### src/cau_pkg.sv
// Shared types, constants and tables of the complex arithmetic unit.
`default_nettype none

package cau_pkg;

    localparam int FRAC_BITS     = 8;
    localparam int CORDIC_STAGES = 16;
    localparam int ANG_BITS      = 30;
    localparam int SQRT_STEPS    = 16;
    localparam int QBITS         = 16;
    localparam int MID_STAGES    = (CORDIC_STAGES > SQRT_STEPS) ? CORDIC_STAGES : SQRT_STEPS;
    localparam int QDEPTH        = 4;

    localparam int CW     = 16 + ANG_BITS + 3;
    localparam int ZW     = 34;
    localparam int DW     = 34;
    localparam int DEG_K  = 180 * (2 ** (FRAC_BITS + 1));
    localparam int DEG_W  = $clog2(DEG_K + 1);
    localparam int PW     = 32 + DEG_W;
    localparam int RW_A   = (PW > DW + QBITS) ? PW : DW + QBITS;
    localparam int RW     = RW_A + 2;
    localparam int SATW   = 36;

    localparam logic [33:0] PI_Q30 = 34'd3373259426;

    localparam logic [31:0] ATAN_TAB [10] = '{
        32'd843314857, 32'd497837829, 32'd263043837, 32'd133525159, 32'd67021687,
        32'd33543516, 32'd16775851, 32'd8388437, 32'd4194283, 32'd2097149
    };

    typedef enum logic [3:0] {
        OP_ADD  = 4'd0,
        OP_SUB  = 4'd1,
        OP_MUL  = 4'd2,
        OP_DIV  = 4'd3,
        OP_MAG  = 4'd4,
        OP_CONJ = 4'd5,
        OP_ANG  = 4'd6,
        OP_REAL = 4'd7,
        OP_IMAG = 4'd8,
        OP_NONE = 4'd15
    } op_t;

    typedef enum logic [1:0] {
        ST_OK   = 2'd0,
        ST_SAT  = 2'd1,
        ST_ZERO = 2'd2
    } st_t;

    typedef struct packed {
        op_t                op;
        logic signed [15:0] a_re;
        logic signed [15:0] a_im;
        logic signed [15:0] b_re;
        logic signed [15:0] b_im;
    } item_t;

    // CORDIC angle constant for stage i, Q2.30 radians
    function automatic logic signed [ZW-1:0] atan_entry(input int i);
        if (i < 10)
            return ZW'(ATAN_TAB[i]);
        else
            return ZW'((64'd1 << ANG_BITS) >> i);
    endfunction

endpackage

`default_nettype wire

### src/cau_queue.sv
// Short FIFO between the front end and the execution pipeline.
`default_nettype none

module cau_queue (
    input  wire             clk,
    input  wire             rst_n,
    input  wire             push_valid,
    output logic            push_ready,
    input  cau_pkg::item_t  push_item,
    output logic            pop_valid,
    input  wire             pop_ready,
    output cau_pkg::item_t  pop_item
);
    import cau_pkg::*;

    localparam int QAW = $clog2(QDEPTH);

    item_t          fifo_reg [QDEPTH];
    logic [QAW-1:0] wr_ptr_reg, wr_ptr_next;
    logic [QAW-1:0] rd_ptr_reg, rd_ptr_next;
    logic [QAW:0]   cnt_reg, cnt_next;
    logic           push, pop;

    assign push_ready = cnt_reg != (QAW+1)'(QDEPTH);
    assign pop_valid  = cnt_reg != '0;
    assign push       = push_valid && push_ready;
    assign pop        = pop_valid && pop_ready;
    assign pop_item   = fifo_reg[rd_ptr_reg];

    always_comb
    begin
        wr_ptr_next = push ? wr_ptr_reg + 1'b1 : wr_ptr_reg;
        rd_ptr_next = pop ? rd_ptr_reg + 1'b1 : rd_ptr_reg;
        cnt_next    = cnt_reg + (QAW+1)'(push) - (QAW+1)'(pop);
    end

    always_ff @(posedge clk or negedge rst_n)
    begin
        if (!rst_n)
        begin
            wr_ptr_reg <= '0;
            rd_ptr_reg <= '0;
            cnt_reg    <= '0;
        end
        else
        begin
            wr_ptr_reg <= wr_ptr_next;
            rd_ptr_reg <= rd_ptr_next;
            cnt_reg    <= cnt_next;
        end
    end

    always_ff @(posedge clk)
    begin
        if (push)
            fifo_reg[wr_ptr_reg] <= push_item;
    end

endmodule

`default_nettype wire

### config.mk
export PLATFORM = sky130hd
export DESIGN_NAME = cau_queue
export DESIGN_NICKNAME = d
export VERILOG_FILES = /design/src/cau_pkg.sv /design/src/cau_queue.sv
export SDC_FILE = /design/constraint.sdc
export NUM_CORES = 1
export LEC_CHECK = 0
export BUFFER_PORTS_ARGS = -buffer_cell sky130_fd_sc_hd__buf_2
export CORE_MARGIN = 3
export CORE_UTILIZATION = 40
export CTS_BUF_LIST = sky130_fd_sc_hd__clkbuf_4 sky130_fd_sc_hd__clkbuf_8 sky130_fd_sc_hd__clkbuf_16
export DETAILED_ROUTE_END_ITERATION = 6
export PLACE_DENSITY_LB_ADDON = 0.25
export SETUP_SLACK_MARGIN = 0.15
export SLEW_MARGIN = 20
export SYNTH_ARGS = -nofsm -noshare
export SYNTH_HDL_FRONTEND = slang
export SYNTH_SLANG_ARGS = --single-unit
### constraint.sdc
create_clock -name clk -period 4.1 [get_ports clk]
set_input_delay 0.615 -clock clk [delete_from_list [all_inputs] [get_ports clk]]
set_output_delay 0.615 -clock clk [all_outputs]
set_load 0.02 [all_outputs]
==> flow_summary.json <==
{
  "status": "finished clean",
  "use_met2_pct": 23.9,
  "final_common_cell": "edfxtp_1",
  "cts.htree.levels": 1,
  "fmax_mhz": 319,
  "grt_pass1_wl_mm": 29.6,
  "clock_latency_ps": 520,
  "synth-simple-area-share_pct": 1.01,
  "first_global_vias": 5114,
  "finalSetupViolations": 0,
  "numCtsBuffers": 29,
  "grt_max_degree": 70,
  "synthArstFlopShare_pct": 2.51,
  "die_w_um": 167,
  "cts_setup_buffers": 0,
  "cap_violations": 0,
  "cp.arrival_ps": 2520,
  "syn_avg_cell_area_um2": 26.1,
  "finalHoldViolCount": 0,
  "muxShareOfSynthArea_pct": 14.8,
  "path_clk_slew_ps": 60,
  "synthCells": 397,
  "tightest_slew_ps": 1090,
  "antennaDiodeCount": 0,
  "wl_mm": 19.2,
  "finalClockSkew_ps": 3.98,
  "yosysWarningCount": 0,
  "end_kind": "primary output",
  "initial_core_util_pct": 40.9,
  "p_leak_nw": 4.20,
  "cts_tree": "done",
  "start_kind": "register",
  "period_needed_ps": 3130,
  "nNetsFinal": 643,
  "grt-ovfl-total": 0,
  "largest_reg_flops": 272,
  "use_met3_pct": 3.63,
  "cts_buffer_depth": 3,
  "io_buffer_count": 141,
  "cts_resized": 0,
  "critPathRequiredTime_ps": 3480,
  "syn_area_um2": 10400,
  "min_path_type": "in2reg",
  "ys.flop_type": "edfxtp_1",
  "rsz0062_at_grt": "false",
  "drive_gt1_share_pct": 46.1,
  "synth_seq_area_share_pct": 80.5,
  "mostFrequentLayoutCells": "edfxtp_1, buf_2, mux4_2, clkbuf_16, buf_4",
  "syn2layout_area_growth_pct": 18.8,
  "synth_xor_area_share_pct": 0.338,
  "fin_setup_tns_ps": 0,
  "synth_edf_count": 272,
  "p_per_area_nw_per_um2": 757,
  "drtAntennaViolNets": 0,
  "vias_per_cell": 5.10,
  "drc": 0,
  "die_h_um": 167,
  "wire_per_inst_um": 21.1,
  "relSlewSlack_pct": 27.6,
  "row_count": 58,
  "drtIter0Drc": 269,
  "ys_ff_latch": 279,
  "core_um2": 25300,
  "grt-busiest-layer": "met2",
  "synth_fa_ha_area_share_pct": 0.918,
  "use_met1_pct": 17.2,
  "post-route-period-util_pct": 76.4,
  "vias": 4642,
  "dieArea_um2": 27900,
  "drv_slew": 0,
  "gp_congestion": 0.710,
  "first_pass_iters": 4,
  "antenna_found_initial": 2,
  "io_pins": 142,
  "postCtsHoldBufs": 1,
  "cts.sink_count": 279,
  "synth_compound_area_share_pct": 0.314,
  "synth_nets": 476,
  "grt_usage_pct": 13.7,
  "finalPower_mw": 9.32,
  "root_buffer": "clkbuf_16",
  "critical_path_class": "reg2out",
  "synthDistinctLibCells": 21,
  "worstPathMaxFanout": 33,
  "synth_top_family_by_area": "multiplexers",
  "hpwlAfterDp_mm": 11.7,
  "peakVddDrop_mv": 0.452
}
path summary, 6_finish.rpt:
| path | startpoint | end | slack (ps) | cells after the start |
|---|---|---|---|---|
| min | push_item[67] | fifo_reg[2][67] | 300 | 1 |
| min reg2reg | wr_ptr_reg[1] | wr_ptr_reg[1] | 630 | 2 |
| max | rd_ptr_reg[0] | pop_item[29] | 970 | 3 |
| max in group asynchronous | rst_n | rd_ptr_reg[0] | 3450 | 2 |
| min in group asynchronous | rst_n | cnt_reg[0] | 470 | 2 |
| max reg2reg | cnt_reg[1] | cnt_reg[2] | 1790 | 9 |
layer usage:
| layer | part of all wire, % | wire [µm] |
|---|---|---|
| met5 | 0.14 | 27 |
| met4 | 1.8 | 351 |
| met3 | 7.4 | 1420 |
| met2 | 51 | 9830 |
| met1 | 39 | 7570 |
where the power goes:
group / switching (mW) / internal [mW]
combinational: 1.49 / 1.18
clock: 0.990 / 1.50
sequential: 0.399 / 3.76
total: 2.87 / 6.44
critical path, cell delays in order, from the launching register on:
cell and delay [ps]:
dfrtp_4 880, buf_4 370, mux4_2 540, buf_2 180
area by class of cell:
class	count	area, µm²
Clock buffer	34	763
Sequential cell	279	8350
Inverter	6	22.5
Clock inverter	14	140
Tap cell	330	413
Timing Repair Buffer	152	803
Multi-Input combinational cell	96	1810
Fill cell	2057	13000
stage by stage:
step | cells | hold WS (ps) | setup slack (ps) | utilization (%) | instance area [µm²]
detailed placement | 862 | 462 | 1420 | 45.0 | 11400
floorplan | 397 | 319 | 1340 | - | 10400
finish | 911 | 298 | 969 | 48.6 | 12300
CTS | 911 | 271 | 839 | 48.6 | 12300
global placement | 862 | 460 | 1410 | 45.0 | 11400
global route | 911 | 271 | 757 | 48.6 | 12300
synthesized netlist by cell type (all sizes together), types with 2 or more instances:
cell     number  area [µm²]
and3b         4        35.0
buf          16         194
dfrtp         7         175
edfxtp      272        8170
ha            6        75.1
inv           6        22.5
mux4         68        1530
nand2b        4        25.0
nand4bb       2        22.5
o211ai        2        15.0
xnor2         3        26.3
kinds of logic after synthesis:
logic type,count (synthesis)
compound gates,4
xor+xnor,4
fa+ha+maj,7
buf+inv,22
flops,279
mux,68
simple gates,13
Note: power is estimated with default switching activity, not from simulation.
