<file path="config.mk">
export PLATFORM = sky130hd
export DESIGN_NAME = cau_front
export DESIGN_NICKNAME = d
export VERILOG_FILES = /design/src/cau_pkg.sv /design/src/cau_front.sv
export SDC_FILE = /design/constraint.sdc
export NUM_CORES = 1
export LEC_CHECK = 0
export ABC_AREA = 1
export ABC_CLOCK_PERIOD_IN_PS = 7800
export BUFFER_PORTS_ARGS = -buffer_cell sky130_fd_sc_hd__buf_2
export CORE_MARGIN = 2
export CORE_UTILIZATION = 35
export DETAILED_ROUTE_END_ITERATION = 16
export PLACE_DENSITY = 0.69
export SLEW_MARGIN = 25
export SYNTH_ARGS = -nofsm -noshare
export SYNTH_HDL_FRONTEND = slang
export SYNTH_SLANG_ARGS = --single-unit
</file>
<file path="constraint.sdc">
create_clock -name clk -period 7.8 [get_ports clk]
set_input_delay 0.39 -clock clk [delete_from_list [all_inputs] [get_ports clk]]
set_output_delay 0.39 -clock clk [all_outputs]
set_load 0.02 [all_outputs]
</file>
<file path="src/cau_pkg.sv">
// Shared types, constants and tables of the complex arithmetic unit.
`default_nettype none

package cau_pkg;

    localparam int FRAC_BITS     = 8;
    localparam int CORDIC_STAGES = 16;
    localparam int ANG_BITS      = 30;
    localparam int SQRT_STEPS    = 16;
    localparam int QBITS         = 16;
    localparam int MID_STAGES    = (CORDIC_STAGES > SQRT_STEPS) ? CORDIC_STAGES : SQRT_STEPS;
    localparam int QDEPTH        = 4;

    localparam int CW     = 16 + ANG_BITS + 3;
    localparam int ZW     = 34;
    localparam int DW     = 34;
    localparam int DEG_K  = 180 * (2 ** (FRAC_BITS + 1));
    localparam int DEG_W  = $clog2(DEG_K + 1);
    localparam int PW     = 32 + DEG_W;
    localparam int RW_A   = (PW > DW + QBITS) ? PW : DW + QBITS;
    localparam int RW     = RW_A + 2;
    localparam int SATW   = 36;

    localparam logic [33:0] PI_Q30 = 34'd3373259426;

    localparam logic [31:0] ATAN_TAB [10] = '{
        32'd843314857, 32'd497837829, 32'd263043837, 32'd133525159, 32'd67021687,
        32'd33543516, 32'd16775851, 32'd8388437, 32'd4194283, 32'd2097149
    };

    typedef enum logic [3:0] {
        OP_ADD  = 4'd0,
        OP_SUB  = 4'd1,
        OP_MUL  = 4'd2,
        OP_DIV  = 4'd3,
        OP_MAG  = 4'd4,
        OP_CONJ = 4'd5,
        OP_ANG  = 4'd6,
        OP_REAL = 4'd7,
        OP_IMAG = 4'd8,
        OP_NONE = 4'd15
    } op_t;

    typedef enum logic [1:0] {
        ST_OK   = 2'd0,
        ST_SAT  = 2'd1,
        ST_ZERO = 2'd2
    } st_t;

    typedef struct packed {
        op_t                op;
        logic signed [15:0] a_re;
        logic signed [15:0] a_im;
        logic signed [15:0] b_re;
        logic signed [15:0] b_im;
    } item_t;

    // CORDIC angle constant for stage i, Q2.30 radians
    function automatic logic signed [ZW-1:0] atan_entry(input int i);
        if (i < 10)
            return ZW'(ATAN_TAB[i]);
        else
            return ZW'((64'd1 << ANG_BITS) >> i);
    endfunction

endpackage

`default_nettype wire

</file>
<file path="src/cau_front.sv">
// Front end: accepts request items, classifies the action code, feeds the queue.
`default_nettype none

module cau_front (
    input  wire                 clk,
    input  wire                 rst_n,
    input  wire                 req_valid,
    output logic                req_ready,
    input  wire  [3:0]          action,
    input  wire  signed [15:0]  a_re,
    input  wire  signed [15:0]  a_im,
    input  wire  signed [15:0]  b_re,
    input  wire  signed [15:0]  b_im,
    output logic                out_valid,
    input  wire                 out_ready,
    output cau_pkg::item_t      out_item
);
    import cau_pkg::*;

    logic  vld_reg, vld_next;
    item_t item_reg, item_next;
    logic  take;

    function automatic op_t classify(input logic [3:0] code);
        if (code <= 4'(OP_IMAG))
            return op_t'(code);
        else
            return OP_NONE;
    endfunction

    assign req_ready = !vld_reg || out_ready;
    assign take      = req_valid && req_ready;

    always_comb
    begin
        item_next      = item_reg;
        item_next.op   = classify(action);
        item_next.a_re = a_re;
        item_next.a_im = a_im;
        item_next.b_re = b_re;
        item_next.b_im = b_im;
        if (take)
            vld_next = 1'b1;
        else if (out_ready)
            vld_next = 1'b0;
        else
            vld_next = vld_reg;
    end

    always_ff @(posedge clk or negedge rst_n)
    begin
        if (!rst_n)
            vld_reg <= 1'b0;
        else
            vld_reg <= vld_next;
    end

    always_ff @(posedge clk)
    begin
        if (take)
            item_reg <= item_next;
    end

    assign out_valid = vld_reg;
    assign out_item  = item_reg;

endmodule

`default_nettype wire

</file>
==> metrics list <==
* Worst vdd ir: ~0.00011 V
- In this run the post-CTS setup repair buffer count came out at 0.
* Number of buffers created by CTS: 9
- Switch share: 21.7%
- Total setup violations reported at the end of the flow: 0
- Of the total power, combinational logic draws 9.1%.
- For this configuration, the core starts out at a cell density of a little over a third.
- Time the final worst path needs with I/O delays and setup: 1.62 ns
* Sequence of cells on the critical path: a21oi_4 -> buf_4
- Classification of the worst-slack hold path: primary input to flip-flop
* Yosys reg bits: 69
- Setup skew after layout: 0.00356 ns
* Die Width: 82.0 um
- Clock tree synthesis selected as its root buffer the cell sky130_fd_sc_hd__clkbuf_8.
- between 100 and 150 I/O pins were placed.
* Final Cycle Share: 20.8%
* Clock Path Buffers: 2
- Actual slew at the worst max-slew pin: roughly 0.82 ns
- Number of max-capacitance violations reported: 0
- The net count of the finished layout is 309.
* Congestion Overflow GR: 0
- In this run the power spent charging and discharging nets is 177 uW.
- In this run, placement finished with an instance count of 300.
* Cell family with most CP delay: buffers and inverters
- Remaining routing DRC violations: 0
* Final GP Congestion: 0.716
- Number of nets produced by synthesis: about 160
- Data required time at the worst endpoint: 7.76 ns
- CP arrival: approximately 1.6 ns
- STA classifies the critical path startpoint as a flip-flop.
- Worst path slowest cell: sky130_fd_sc_hd__buf_4
- Cell Pwr Density: roughly 260 mW/mm2
- # H-tree levels: 3
- Rows: 28
- On the worst path, the slowest cell contributes a delay of 0.65 ns.
* Number of warnings printed during yosys synthesis: 0
- Clock slew at reported path FFs: 0.07 ns
- Post-detailed-route count of antenna-violating nets: 0
* Global-route usage over all layers: about an eighth
- Via count of the first global-routing pass: 1167
- Detail-routed via count per cell: roughly 4.1
- Average routed wire per standard cell: roughly 14 um
- IO Port Bufs: 141
- Counting distinct cell types in the post-synthesis netlist gives 8.
* Flop pwr share: ~54%
- Pin count of the biggest net entering global routing: 69
- Final Total Pwr: between 800 and 900 uW
* Worst setup path category: flip-flop to flip-flop
- The routed layout has roughly 1300 vias.
* Layout cells sized above 1: 65.7%
- The run finished with clean final reports.
* Internal Power: around 640 uW
- Filler-free cell count of the finished design: 317
- The first TritonRoute pass finished after 3 iterations.
* Clock latency at the later pin of the worst-skew pair: between 0.3 and 0.4 ns
* Count of final hold-check violations: 0
- The die is around 82 um tall.
* Number of fill cells: ~500
- Clk network pwr share: between 30% and 40%
* Post-CTS sizing: 0
- Highest achievable clock rate: a little over 600 MHz
- Of all nets on the critical path, the largest fanout is 68.
* Final Slew Violations: 0
- Count of buffer and inverter cells on the critical path: 1
- Half-perimeter wire length of the detailed placement result: 3350 um
- The region available for standard cell placement spans 0.00589 mm2.
- Wire length of the first global-routing pass: approximately 5700 um
- The initial antenna violation count is 0.
- The first routing iteration left 103 violations.
- After synthesis, the mean cell area works out to around 25 um2.
- Die area: 0.00672 mm2
- Number of standard cells after synthesis: 84
* Ant. Diodes: 0
- Headroom to the max-slew limit came out at 45.3%.
- Sequential elements use 97.2% of the synthesized area.
- Static leakage power: 1.38 nW
- TritonCTS built the clock tree.
- Post-Synthesis Cell Area: between 0.002 and 0.0025 mm2
- The worst setup path is captured at a flip-flop.
- Setup repair after global routing left no endpoint under its margin.
* Setup Total Neg Slack: 0 ns
- The clock drives 69 sinks.
- For this block, the routed nets add up to 4480 um of wire.
* Synthesis-to-layout area growth: 48.9%
* Layout Utilization: a little over half
[synthesized netlist by cell type, drive strengths merged]
cell type / n / area share (%)
edfxtp: 68 / 96
nand2: 7 / 1.4
inv: 5 / 0.88
a21oi: 1 / 0.24
clkbuf: 1 / 0.18
dfrtp: 1 / 1.2
nor2: 1 / 0.18
[placed cells by master (no fill, tap or decap)]
| cell | instances |
|---|---|
| sky130_fd_sc_hd__clkbuf_8 | 9 |
| sky130_fd_sc_hd__buf_4 | 1 |
| sky130_fd_sc_hd__clkinv_4 | 2 |
| sky130_fd_sc_hd__clkbuf_1 | 1 |
| sky130_fd_sc_hd__edfxtp_1 | 68 |
| sky130_fd_sc_hd__inv_1 | 5 |
| sky130_fd_sc_hd__nand2_2 | 1 |
| sky130_fd_sc_hd__dfrtp_1 | 1 |
| sky130_fd_sc_hd__a21oi_4 | 1 |
| sky130_fd_sc_hd__nor2_1 | 1 |
| sky130_fd_sc_hd__dlygate4sd3_1 | 1 |
| sky130_fd_sc_hd__bufinv_16 | 2 |
| sky130_fd_sc_hd__nand2_1 | 6 |
| sky130_fd_sc_hd__clkinv_2 | 2 |
| sky130_fd_sc_hd__buf_2 | 141 |
[worst paths after layout]
check / start / cells past startpoint / slack, ns / to
worst max-delay path: out_valid$_DFFE_PN0P_ / 2 / 6.18 / out_item[33]$_DFFE_PP_
worst min-delay path: a_re[13] / 1 / 0.23 / out_item[61]$_DFFE_PP_
worst max register to register: out_valid$_DFFE_PN0P_ / 2 / 6.18 / out_item[33]$_DFFE_PP_
worst min register to register: out_valid$_DFFE_PN0P_ / 2 / 0.58 / out_valid$_DFFE_PN0P_
max in group asynchronous: rst_n / 2 / 7.32 / out_valid$_DFFE_PN0P_
min in group asynchronous: rst_n / 2 / 0.39 / out_valid$_DFFE_PN0P_
[sequential cells by signal, indices dropped and copies added, names as in the netlist]
signal	flops
out_item	68
out_valid	1
[power by group through the flow]
stage / combinational [mW] / clock (mW) / sequential (mW)
2_1_floorplan: 0.00895 / 0 / 0.474
3_3_place_gp: 0.0739 / 0 / 0.444
3_5_place_dp: 0.0751 / 0 / 0.445
4_1_cts: 0.0755 / 0.315 / 0.437
5_1_grt: 0.0799 / 0.335 / 0.438
6_report: 0.0743 / 0.305 / 0.437
[timing repair]
item	4_1_cts	5_1_grt
hold buffers	1	0
setup endpoints to repair	0	0
endpoints found under the hold margin	1	0
[metal layers]
metal  routed length (um)  vias to the layer above  GRT usage (%)  share of wire, %
met4                   93                        0           7.50               2.1
met2                 2210                       83           20.7                49
met5                    0                        -              0                 0
li1                     -                      626              -                 -
met1                 1690                      589           13.4                38
met3                  491                       11           5.93                11
[kinds of logic (layout without fill, tap and decap cells)]
group	count (synthesis)	in the layout	synth area share, %
and+or+nand+nor	8	8	1.53
DFF	69	69	97.2
AOI/OAI and AO/OA	1	1	0.235
buffers and inverters	6	164	1.06
[final cells by class]
cell class | instances | area [um2] | area share, %
well taps | 75 | 93.8 | 2.96
repair buffers | 143 | 723 | 22.8
clock inverters | 6 | 87.6 | 2.77
clock buffers | 10 | 128 | 4.03
multi-input cells | 9 | 48.8 | 1.54
inverters | 5 | 18.8 | 0.593
flip-flops and latches | 69 | 2070 | 65.3
[through the flow]
| step | hold WS (ns) | area [um2] | worst slack [ns] |
|---|---|---|---|
| after CTS | 0.207 | 3170 | 6.17 |
| after detailed placement | 0.170 | 2940 | 6.08 |
| final | 0.228 | 3170 | 6.18 |
| after global routing | 0.203 | 3170 | 6.09 |
| after floorplan | 0.0944 | 2130 | 3.47 |
| after global placement | 0.165 | 2940 | 6.12 |
No activity file was read; power rests on OpenSTA's default activity.
